**src/rtl/core/fla_pkg.sv**
```systemverilog
// Shared types and constants for the free-list heap allocator.
// Used by the arithmetic unit, the header memory, the sequencer and the top level; no dependencies.
package fla_pkg;

    // request kinds
    localparam logic [1:0] OP_ALLOC = 2'd0;
    localparam logic [1:0] OP_FREE  = 2'd1;
    localparam logic [1:0] OP_QUERY = 2'd2;

    // configuration register indexes
    localparam logic REG_HEAP = 1'b0;
    localparam logic REG_FIT  = 1'b1;

    // fixed field widths
    localparam int REQ_W      = 12;
    localparam int ADDR_W     = 12;
    localparam int CFG_HEAP_W = 13;
    localparam int CFG_AW     = 3;
    localparam int CFG_DW     = 32;

    // fit policies
    localparam logic FIT_FIRST = 1'b0;

    // shared arithmetic unit operation
    typedef enum logic {
        ALU_ADD = 1'b0,
        ALU_SUB = 1'b1
    } t_alu_op;

    // header memory write strobes
    typedef struct packed {
        logic we_size;
        logic we_next;
    } t_mem_we;

endpackage

```
**src/rtl/core/fla_alu.sv**
```systemverilog
// Shared add/subtract unit with equal and unsigned greater-or-equal flags.
// Depends on fla_pkg for the operation type.
module fla_alu #(
    parameter int DW = 14
) (
    input  fla_pkg::t_alu_op i_op,
    input  logic [DW-1:0]    i_a,
    input  logic [DW-1:0]    i_b,
    output logic [DW-1:0]    o_res,
    output logic             o_eq,
    output logic             o_ge
);

    logic [DW-1:0] w_b;
    logic          w_cin;
    logic [DW:0]   w_sum;

    // one adder: subtract by inverting b and carrying in
    assign w_cin = (i_op == fla_pkg::ALU_SUB);
    assign w_b   = w_cin ? ~i_b : i_b;
    assign w_sum = {1'b0, i_a} + {1'b0, w_b} + {{DW{1'b0}}, w_cin};
    assign o_res = w_sum[DW-1:0];
    // flags are meaningful for a subtract
    assign o_ge  = w_sum[DW];
    assign o_eq  = (w_sum[DW-1:0] == '0);

endmodule

```
**config.mk**
```make
export PLATFORM = sky130hd
export DESIGN_NAME = fla_alu
export DESIGN_NICKNAME = d
export VERILOG_FILES = /design/src/rtl/core/fla_pkg.sv /design/src/rtl/core/fla_alu.sv
export SDC_FILE = /design/constraint.sdc
export NUM_CORES = 1
export LEC_CHECK = 0
export BUFFER_PORTS_ARGS = -buffer_cell sky130_fd_sc_hd__buf_2
export CORE_UTILIZATION = 45
export DETAILED_ROUTE_END_ITERATION = 8
export GPL_TIMING_DRIVEN = 1
export PLACE_DENSITY = 0.9
export SLEW_MARGIN = 10
export SYNTH_ARGS = -nofsm -noshare
export SYNTH_HDL_FRONTEND = slang
export SYNTH_SLANG_ARGS = --single-unit
export TNS_END_PERCENT = 100
```
**constraint.sdc**
```tcl
create_clock -name vclk -period 4.69
set_input_delay 0.938 -clock vclk [all_inputs]
set_output_delay 0.938 -clock vclk [all_outputs]
set_load 0.02 [all_outputs]
```
==> impl_metrics.csv, run 1 <==
group,metric,value,unit
critical_path,endpoint_kind,"primary output",
logic_synthesis,synth-seq-area-share,0,
layout,layout_commonest_cell,"buf_2",
power_and_ir_drop,power,0.000337,W
logic_synthesis,synth_top_area_frac,0.188,
power_and_ir_drop,peakVddDrop,0.210,mV
logic_synthesis,synth_xor_area_frac,0.207,
die,fp.coreArea,1960,sq um
global_route,grt_pass1_vias,1065,
layout,layout_common_cells,"buf_2, xor2_1, buf_4",
logic_synthesis,netlist_top_cells_area,"ha_1, xor2_1, a21o_1",
timing,slew_headroom,0.735,
run_status,status,"finished, final reports clean",
routing,drc,0,
logic_synthesis,synth_cell_types,41,
timing,fin_crit_sh,0.982,
routing,firstDrtPassIters,4,
critical_path,crit_type,"in -> out",
critical_path,critPathRequiredTime,3.75,ns
global_route,grt_pass1_wl,4290,um
layout,multiInputGateArea,940,sq um
routing,drtIter0Drc,33,
die,die_w,47.5,um
die,dieArea,2260,sq um
logic_synthesis,synth_top_family_by_area,"compound AO/OA/AOI/OAI gates",
place,placed_area,1270,sq um
place,hpwl,2320,um
layout,nClkBuffers,0,
logic_synthesis,syn-num-nets,165,
die,row_count,16,
min_path,min_path_type,"in -> out",
critical_path,start_kind,"input pin",
die,io_pins,45,
timing,timing.fmax,217,MHz
routing,ant_nets,0,
die,initial_core_util,0.475,
layout,fin_util,0.694,
critical_path,worstPathArrival,3.67,ns
timing,hold_viol_final,0,
layout,drive_gt1_frac,0.413,
timing,worstMarginPinSlew,0.398,ns
critical_path,crit_fanout,5,
layout,fin_nets,225,
layout,seq_cells,0,
place,place_ws,-0.225,ns
routing,vias_per_cell,5.83,
die,die_y,47.5,um
global_route,overflow,0,
logic_synthesis,synth_mux_area_frac,0.0161,
logic_synthesis,synthAdderAreaFrac,0.209,
timing,layout_setup_ws,0.0862,ns
routing,vias,1201,
logic_synthesis,syn_area,932,sq um
flow_run,max_cap_viol_count,0,
logic_synthesis,synth_warnings,0,
timing,hold_ws,2.23,ns
global_route,grt_max_degree,10,
timing,fin_crit,4.60,ns
routing,drt_wl_total,2950,um
timing,drv_slew,0,
logic_synthesis,synthSimpleGateAreaFrac,0.230,
layout,finish.instance_area,1360,sq um
logic_synthesis,synth-compound-area-share,0.294,
place,io_buffers,45,
layout,syn_to_final_growth,46.0,%
logic_synthesis,avgSynthCellArea,7.70,sq um
logic_synthesis,syn_inst,121,
global_route,grt_util_all_layers,0.258,
global_route,antenna_found_initial,0,
layout,diodes,0,
layout,fillers,198,
layout,regArea,0,sq um
routing,post_drt_wl_per_cell,14.3,um
power_and_ir_drop,power_density,248,nW/um^2
timing,finalSetupViolations,0,
logic_synthesis,yosys.area.top_type,"ha_1",
place,place.gp.congestion,0.845,
power_and_ir_drop,leakagePower,0.691,nW
-- where the power goes --
group          internal [W]  switching [W]
registers                 0              0
clock network             0              0
logic              0.000141       0.000196
total              0.000141       0.000196
-- through the flow --
| stage | TNS (ns) | std cells |
|---|---|---|
| after global routing | -0.0249 | 206 |
| final | 0 | 206 |
| after floorplan | 0 | 121 |
| after detailed placement | -0.225 | 202 |
| after CTS | 0 | 202 |
| after global placement | -0.00180 | 202 |
-- worst paths after layout --
kind,from,to,slack [ns],depth (start not counted)
max,i_op,o_eq,0.09,11
min,i_a[0],o_res[0],2.23,3
-- area by class of cell --
type / count / area share
Multi-Input combinational cell: 112 / 0.690
Timing Repair Buffer: 62 / 0.271
Inverter: 5 / 0.0138
Tap cell: 27 / 0.0248
-- kinds of logic (layout without fill, tap and decap cells) --
family / after synthesis / after routing
mux: 1 / 1
simple gates: 38 / 38
fa+ha+maj: 15 / 15
xor+xnor: 22 / 22
compound gates: 36 / 36
buf+inv: 9 / 67
-- synthesized netlist by cell type (3+ instances only) --
master	count
xor2_1	18
ha_1	14
a21oi_1	7
nor2_1	7
nand2_1	6
a21o_1	5
inv_1	5
o21ai_0	5
nor3_1	4
xnor2_1	4
and3_1	3
clkbuf_1	3
nand4_1	3
-- worst max-delay path, cell delays in order --
cell and delay, ns:
buf_6 0.11, buf_6 0.12, xor2_1 0.16, ha_1 0.36, and2_1 0.17, a221o_1 0.39, buf_6 0.14, o311a_4 0.37
a311o_1 0.43, nor4_4 0.29, buf_4 0.18
-- routing by layer --
layer	track usage	vias up	wire, um
met2	0.548	60	1630
met4	0.0743	0	66
met3	0.0302	13	150
met1	0.251	553	1110
met5	0	-	0
li1	-	575	-
-- repair_timing --
item                       CTS  global route
pin swaps                    2            10
gates resized for setup      5            10
setup endpoints to repair    1             1
hold buffers                 0             0
setup buffers                0             4
cloned                       0             0
Power figures use the tool's default switching activity.
==> run 2, diff against run 1 <==
==> constraint.sdc (replaced) <==
create_clock -name vclk -period 4.69
set_input_delay 0.469 -clock vclk [all_inputs]
set_output_delay 0.469 -clock vclk [all_outputs]
set_load 0.02 [all_outputs]
==> run 2 against run 1 <==
Critical path depth fell by 1. Non-clock buffer count decreased by 17. Hold slack got worse by 0.97 ns. First-iteration DRC count is 58% lower. Worst setup slack better by 0.64 ns. Combinational power shrank 15%. Global-route usage fell by 4.7 points. Die area unchanged. Final cell count down 8.3%. Via count down 11%. Sequential share of layout area unchanged. Flip-flop and latch count did not move. Critical endpoint unchanged. Largest power group unchanged.
==> impl_metrics.csv, run 2 (same netlist as run 1, synthesis figures left out) <==
group,metric,value,unit
min_path,min_path_type,"in -> out",
layout,fin_nets,208,
critical_path,critPathRequiredTime,4.22,ns
die,io_pins,45,
cts,post_cts_resize_count,0,
global_route,grt_max_degree,15,
layout,diodes,0,
critical_path,max_stage_delay,0.53,ns
timing,grt_setup_unrepaired,"false",
power_and_ir_drop,power_frac_comb,1.000,
timing,slew_headroom,0.697,
layout,fillers,201,
routing,vias_per_cell,5.65,
min_path,hold_end,"o_res[0]",
routing,drtIter0Drc,14,
power_and_ir_drop,leakagePower,0.592,nW
critical_path,worstPathArrival,3.50,ns
global_route,overflow,0,
routing,firstDrtPassIters,4,
layout,regArea,0,sq um
power_and_ir_drop,power_density,246,nW/um^2
die,initial_core_util,0.475,
power_and_ir_drop,clkPwrFrac,0,
timing,fin_crit,3.97,ns
timing,timing.fmax,252,MHz
critical_path,critPathTopFamily,"simple AND/OR/NAND/NOR gates",
power_and_ir_drop,power_switching,0.000176,W
power_and_ir_drop,peakVddDrop,0.186,mV
die,dieArea,2260,sq um
layout,nClkBuffers,0,
place,place.gp.congestion,0.870,
min_path,holdPathStages,3,
power_and_ir_drop,p_sw_frac,0.610,
routing,drt_wl_total,2450,um
global_route,antenna_found_initial,0,
critical_path,critPathSlowestCell,"or4b_1",
routing,ant_nets,0,
flow_run,max_cap_viol_count,0,
die,fp.coreArea,1960,sq um
critical_path,worstPathCellList,"buf_2 -> mux2_4 -> fa_1 -> xor2_1 -> a2111oi_0 -> o21ai_0 -> or4_1 -> or4b_1 -> nor4_2 -> buf_2",
timing,layout_setup_ws,0.724,ns
place,io_buffers,45,
run_status,status,"finished, final reports clean",
timing,worstMarginPinSlew,0.455,ns
routing,vias,1067,
power_and_ir_drop,p_seq_frac,0,
place,hpwl,2110,um
timing,fin_tns_setup,0,ns
timing,drv_slew,0,
layout,seq_cells,0,
global_route,grt_util_all_layers,0.210,
layout,drive_gt1_frac,0.309,
routing,post_drt_wl_per_cell,12.9,um
routing,drc,0,
global_route,grt_pass1_wl,3570,um
cts,post_cts_buffers,0,
critical_path,crit_top_cell,"buf_2",
timing,fin_crit_sh,0.846,
timing,hold_viol_final,0,
die,row_count,16,
layout,layout_commonest_cell,"buf_2",
critical_path,crit_buf_inv,2,
global_route,grt_pass1_vias,913,
critical_path,endpoint_kind,"primary output",
place,place_ws,0.722,ns
min_path,min_from,"i_a[0]",
cts,postCtsHoldBufs,0,
die,die_y,47.5,um
critical_path,start_kind,"input pin",
power_and_ir_drop,cellInternalPower,0.000112,W
critical_path,crit_type,"in -> out",
critical_path,crit_fanout,14,
layout,syn_to_final_growth,25.4,%
timing,finalSetupViolations,0,
layout,layout_common_cells,"buf_2, xor2_1, ha_1",
die,die_w,47.5,um
==> run 2: power by group through the flow <==
stage / registers, W / logic, W / clock network (W)
4_1_cts: 0 / 0.000286 / 0
3_3_place_gp: 0 / 0.000277 / 0
3_5_place_dp: 0 / 0.000285 / 0
6_report: 0 / 0.000288 / 0
2_1_floorplan: 0 / 0.000207 / 0
5_1_grt: 0 / 0.000314 / 0
==> run 2: worst max path at each step <==
| stage | depth (start not counted) | startpoint | end | slack (ns) |
|---|---|---|---|---|
| 2_1_floorplan | 10 | i_op | o_eq | 0.79 |
| 3_3_place_gp | 10 | i_op | o_eq | 0.79 |
| 3_5_place_dp | 10 | i_op | o_eq | 0.72 |
| 4_1_cts | 10 | i_op | o_eq | 0.70 |
| 5_1_grt | 10 | i_op | o_eq | 0.51 |
| 6_report | 10 | i_op | o_eq | 0.72 |
==> run 2: per-layer routing <==
layer	vias up	share of wire	GRT usage	routed length [um]
met4	0	0	0	0
met2	38	0.52	0.430	1280
li1	550	-	-	-
met5	-	0	0	0
met3	0	0.047	0.00755	116
met1	479	0.43	0.252	1050
==> run 2: cell type report <==
| cell class | count | area, sq um | area share |
|---|---|---|---|
| well taps | 27 | 33.8 | 0.0289 |
| multi-input cells | 112 | 891 | 0.762 |
| inverters | 5 | 18.8 | 0.0161 |
| repair buffers | 45 | 225 | 0.193 |
==> run 2: worst min-delay path, cell delays in order <==
cell and delay, ns:
buf_2 0.10, xor2_1 0.07, buf_2 0.16
==> run 2: metrics by stage <==
stage	cell area (sq um)	hold WS, ns	std cells	utilization	power [W]
2_1_floorplan	932	1.07	121	-	0.000207
3_3_place_gp	1170	1.26	189	0.596	0.000277
3_5_place_dp	1170	1.26	189	0.596	0.000285
4_1_cts	1170	1.26	189	0.596	0.000286
5_1_grt	1170	1.29	189	0.596	0.000314
6_report	1170	1.26	189	0.596	0.000288
